File: src/sv/cs2sj_sqrt.sv
// cs2sj_sqrt: pipelined integer square root, one result bit per stage,
// with a sideband carried alongside. No dependencies.
`default_nettype none
module cs2sj_sqrt #(
  parameter int SQ_W = 64,   // radicand width
  parameter int RES_W = 32,  // root width
  parameter int SB_W = 1
) (
  input  wire logic             clk,
  input  wire logic             rst_n,
  input  wire logic             en,
  input  wire logic             in_vld,
  input  wire logic [SQ_W-1:0]  in_s,
  input  wire logic [SB_W-1:0]  in_sb,
  output logic                  out_vld,
  output logic [RES_W-1:0]      out_root,
  output logic [SB_W-1:0]       out_sb
);

  localparam int TW = SQ_W + 1;

  logic [SQ_W-1:0]  rem_r [RES_W];
  logic [RES_W-1:0] res_r [RES_W];
  logic [SB_W-1:0]  sb_r  [RES_W];
  logic             vld_r [RES_W];

  for (genvar k = 0; k < RES_W; k++) begin : g_stage
    localparam int B = RES_W - 1 - k;
    logic [SQ_W-1:0]  rem_in;
    logic [RES_W-1:0] res_in;
    logic [SB_W-1:0]  sb_in;
    logic             vld_in;
    logic [TW-1:0]    trial;
    logic             take;
    logic [SQ_W-1:0]  rem_nxt;
    logic [RES_W-1:0] res_nxt;

    if (k == 0) begin : g_first
      assign rem_in = in_s;
      assign res_in = '0;
      assign sb_in  = in_sb;
      assign vld_in = in_vld;
    end else begin : g_next
      assign rem_in = rem_r[k-1];
      assign res_in = res_r[k-1];
      assign sb_in  = sb_r[k-1];
      assign vld_in = vld_r[k-1];
    end

    // (res + 2^b)^2 - res^2 = res*2^(b+1) + 2^(2b)
    assign trial   = (TW'(res_in) << (B + 1)) | (TW'(1) << (2 * B));
    assign take    = TW'(rem_in) >= trial;
    assign rem_nxt = take ? SQ_W'(TW'(rem_in) - trial) : rem_in;
    assign res_nxt = take ? (res_in | (RES_W'(1) << B)) : res_in;

    always_ff @(posedge clk) begin
      if (!rst_n) begin
        vld_r[k] <= 1'b0;
      end else if (en) begin
        vld_r[k] <= vld_in;
      end
    end

    always_ff @(posedge clk) begin
      if (en) begin
        rem_r[k] <= rem_nxt;
        res_r[k] <= res_nxt;
        sb_r[k]  <= sb_in;
      end
    end
  end

  assign out_vld  = vld_r[RES_W-1];
  assign out_root = res_r[RES_W-1];
  assign out_sb   = sb_r[RES_W-1];

endmodule
`default_nettype wire

File: config.mk
export PLATFORM = sky130hd
export DESIGN_NAME = cs2sj_sqrt
export DESIGN_NICKNAME = d
export VERILOG_FILES = /design/src/sv/cs2sj_sqrt.sv
export SDC_FILE = /design/constraint.sdc
export NUM_CORES = 2
export LEC_CHECK = 0
export BUFFER_PORTS_ARGS = -buffer_cell sky130_fd_sc_hd__buf_2
export CORE_ASPECT_RATIO = 0.75
export CORE_MARGIN = 4
export CORE_UTILIZATION = 58
export CTS_CLUSTER_SIZE = 16
export DETAILED_ROUTE_END_ITERATION = 8
export PLACE_DENSITY_LB_ADDON = 0.08
export SETUP_SLACK_MARGIN = 0.2
export SKIP_CTS_REPAIR_TIMING = 1
export SLEW_MARGIN = 20
export SYNTH_ARGS = -nofsm -noshare
export SYNTH_HDL_FRONTEND = slang
export SYNTH_SLANG_ARGS = --single-unit
export TNS_END_PERCENT = 10
File: constraint.sdc
create_clock -name clk -period 3.1 [get_ports clk]
set_input_delay 0.31 -clock clk [delete_from_list [all_inputs] [get_ports clk]]
set_output_delay 0.31 -clock clk [all_outputs]
set_load 0.02 [all_outputs]
==> impl_metrics.py <==
metrics = {
    "clock_network": {
        "clkSinkCount": 2576,
        "htreeDepth": 4,
        "cts_buffers": 249,
        "cts_tree": "built",
        "cts_root_buf": "clkbuf_16",
        "clock_latency_ps": 940,
        "path_clk_slew_ps": 70,
        "clockBufferDepth": 4,
    },
    "sta": {
        "final_max_slew_viol_count": 0,
        "finalCriticalPeriod_ps": 3880,
        "finalHoldViolations": 0,
        "fin_worst_skew_ps": 124.1,
        "tns_ps": -100000,
        "finalWorstSetupSlack_ps": -780.3,
        "fmax_mhz": 257.7,
        "fin_crit_sh_pct": 125.2,
        "setup_viol": 505,
        "slew-limit-headroom_pct": 44.11,
        "max_slew.worst_pin.slew_ps": 817.3,
        "rsz0062_at_grt": "yes",
        "hold-worst-slack_ps": 99.92,
    },
    "synthesis": {
        "syn-num-nets": 10354,
        "async_flop_share_pct": 0,
        "synth_cell_types": 105,
        "synth_largest_area_cell": "edfxtp_1",
        "synth_edf_count": 2575,
        "synthTopCellsByArea": "edfxtp_1 (63%), ha_1 (5.7%), xnor2_1 (3.6%)",
        "yosys_register_bits": 2576,
        "synth_top_area_share_pct": 62.74,
        "synth_cells": 9727,
        "ys.flop_type": "edfxtp_1",
        "post-synth-top-count-cell": "edfxtp_1",
        "synth-seq-area-share_pct": 62.75,
        "netlist_area_mm2": 0.1232,
        "syn-mean-instance-area_um2": 12.67,
        "ys_top_cells_by_count": "edfxtp_1 (2575), inv_1 (707), nor2_1 (624)",
        "yosysWarnings": 0,
    },
    "run": {
        "max-cap-violations": 0,
    },
    "detailed_routing": {
        "wirelength_um": 309100,
        "drc": 0,
        "drtIter0Drc": 8318,
        "ant_nets": 0,
        "wire_per_inst_um": 20.99,
        "via_per_inst": 5.826,
        "firstDrtPassIters": 8,
        "vias": 85820,
    },
    "power_and_ir_drop": {
        "total_power_mw": 107.8,
        "power.density_mw_per_mm2": 707.3,
        "power_leakage_nw": 59.95,
        "irDropWorstVdd_uv": 584.4,
    },
    "die": {
        "initial_core_util_pct": 58.36,
        "core_mm2": 0.2112,
        "fp-row-count": 146,
        "die-area_mm2": 0.2200,
        "ios": 103,
        "die_w_um": 540.3,
        "chipHeight_um": 407.2,
    },
    "grt": {
        "grt-ovfl-total": 0,
        "grt_use_total_pct": 26.77,
        "grt_pass1_wl_um": 469000,
        "antenna_found_initial": 6,
        "grt_pass1_vias": 82606,
        "grt_max_degree": 119,
    },
    "cells_and_area": {
        "final_nets": 12350,
        "ff_latch_area_mm2": 0.07734,
        "final_util_pct": 72.16,
        "multiInputGateArea_mm2": 0.04478,
        "stdcell_area_mm2": 0.1524,
        "fin_cells": 14731,
        "fillers": 14400,
        "area_growth_pct": 23.63,
        "layout-drive-gt1-share_pct": 23.41,
    },
    "status": {
        "violations": "negative setup slack",
        "outcome": "complete, but fails checks",
    },
    "worst_setup_path": {
        "crit_type": "reg2reg",
        "crit_arrival_ps": 4460,
        "path_cells": "ha_4, or4bb_4, nor4_4, buf_4, nand4_1, and4b_1, and3_4, a21bo_4, nand3_4, or4_4, xnor2_1",
        "crit_family": "simple AND/OR/NAND/NOR gates",
        "cpPeakStageDelay_ps": 560,
        "crit_path_end_kind": "flip-flop",
        "crit_slowest_cell": "or4bb_4",
        "critPathMaxFanout": 5,
        "critPathLaunchType": "flip-flop",
        "worst-path-buf-inv": 1,
        "required_ps": 3680,
    },
    "place": {
        "dp.cells": 14155,
        "hpwl_um": 225200,
        "portBuffers": 102,
        "gp_congestion": 0.9294,
        "place_area_mm2": 0.1403,
        "post-place-ws_ps": -732.0,
    },
    "hold_path": {
        "min_path_type": "in2reg",
    },
}
area by class of cell:
class	instances	area share (%)
Timing Repair Buffer	1951	10.34
Clock buffer	288	4.213
Inverter	711	1.756
Tap cell	2812	2.309
Multi-Input combinational cell	6234	29.39
Clock inverter	158	1.230
Sequential cell	2576	50.76
Antenna cell	1	0.001642
final timing paths:
path,cells past startpoint,from,end,slack (ps)
worst max-delay path,11,rem_r[29][33],rem_r[30][44],-780
worst max register to register,11,rem_r[29][33],rem_r[30][44],-780
worst min-delay path,2,in_s[27],rem_r[0][27],100
worst min register to register,0,sb_r[0][12],sb_r[0][13],400
report_power, final:
part	switching (mW)	total, mW	internal [mW]
Sequential	3.29	47.5	44.2
Combinational	15.2	29.1	13.8
Clock	13.2	31.2	18.0
registers in the layout, indices dropped and copies added (netlist names):
register	count
sb_r	32
vld_r	32
res_r	528
rem_r	1984
worst register-to-register path, stage by stage (launching register included):
cell,delay (ps)
edfxtp_1,440
ha_4,300
or4bb_4,560
nor4_4,260
buf_4,190
nand4_1,370
and4b_1,390
and3_4,190
a21bo_4,270
nand3_4,110
or4_4,430
xnor2_1,130
cell families (layout without fill, tap and decap cells):
logic type	count (synthesis)	count (layout)	synth area share, %
compound gates	1848	1848	9.383
xor+xnor	874	874	6.211
fa+ha+maj	558	558	5.665
buf+inv	917	3108	2.832
flops	2576	2576	62.75
mux	110	110	0.9959
other cells	0	1	0
simple gates	2844	2844	12.16
per-layer routing:
metal	track usage, %	vias up	part of all wire, %
li1	-	40582	-
met1	41.97	41960	47
met2	39.84	2895	44
met3	4.452	383	7.6
met4	4.966	0	1.7
met5	0	-	0
placed cells by master (no fill, tap or decap), types with 49 or more instances in the layout:
cell and instances:
nor2_1 584, a21oi_2 50, ha_1 517, clkbuf_16 265, nor2b_1 64, mux2_2 92, nor3_1 229, or4_1 55
nand3_1 158, o31ai_1 49, nand3b_1 50, dlygate4sd3_1 70, nor4_1 303, and3_1 63, o21bai_1 56, xor2_1 366
nand2b_1 104, xnor2_1 498, buf_12 60, or3_1 98, buf_4 1672, nand4_1 170, a21oi_1 558, inv_1 701
edfxtp_1 2575, o21ai_0 387, buf_2 101, o21a_1 109, nand2_1 557, a21o_1 228
No activity file was read; power rests on OpenSTA's default activity.
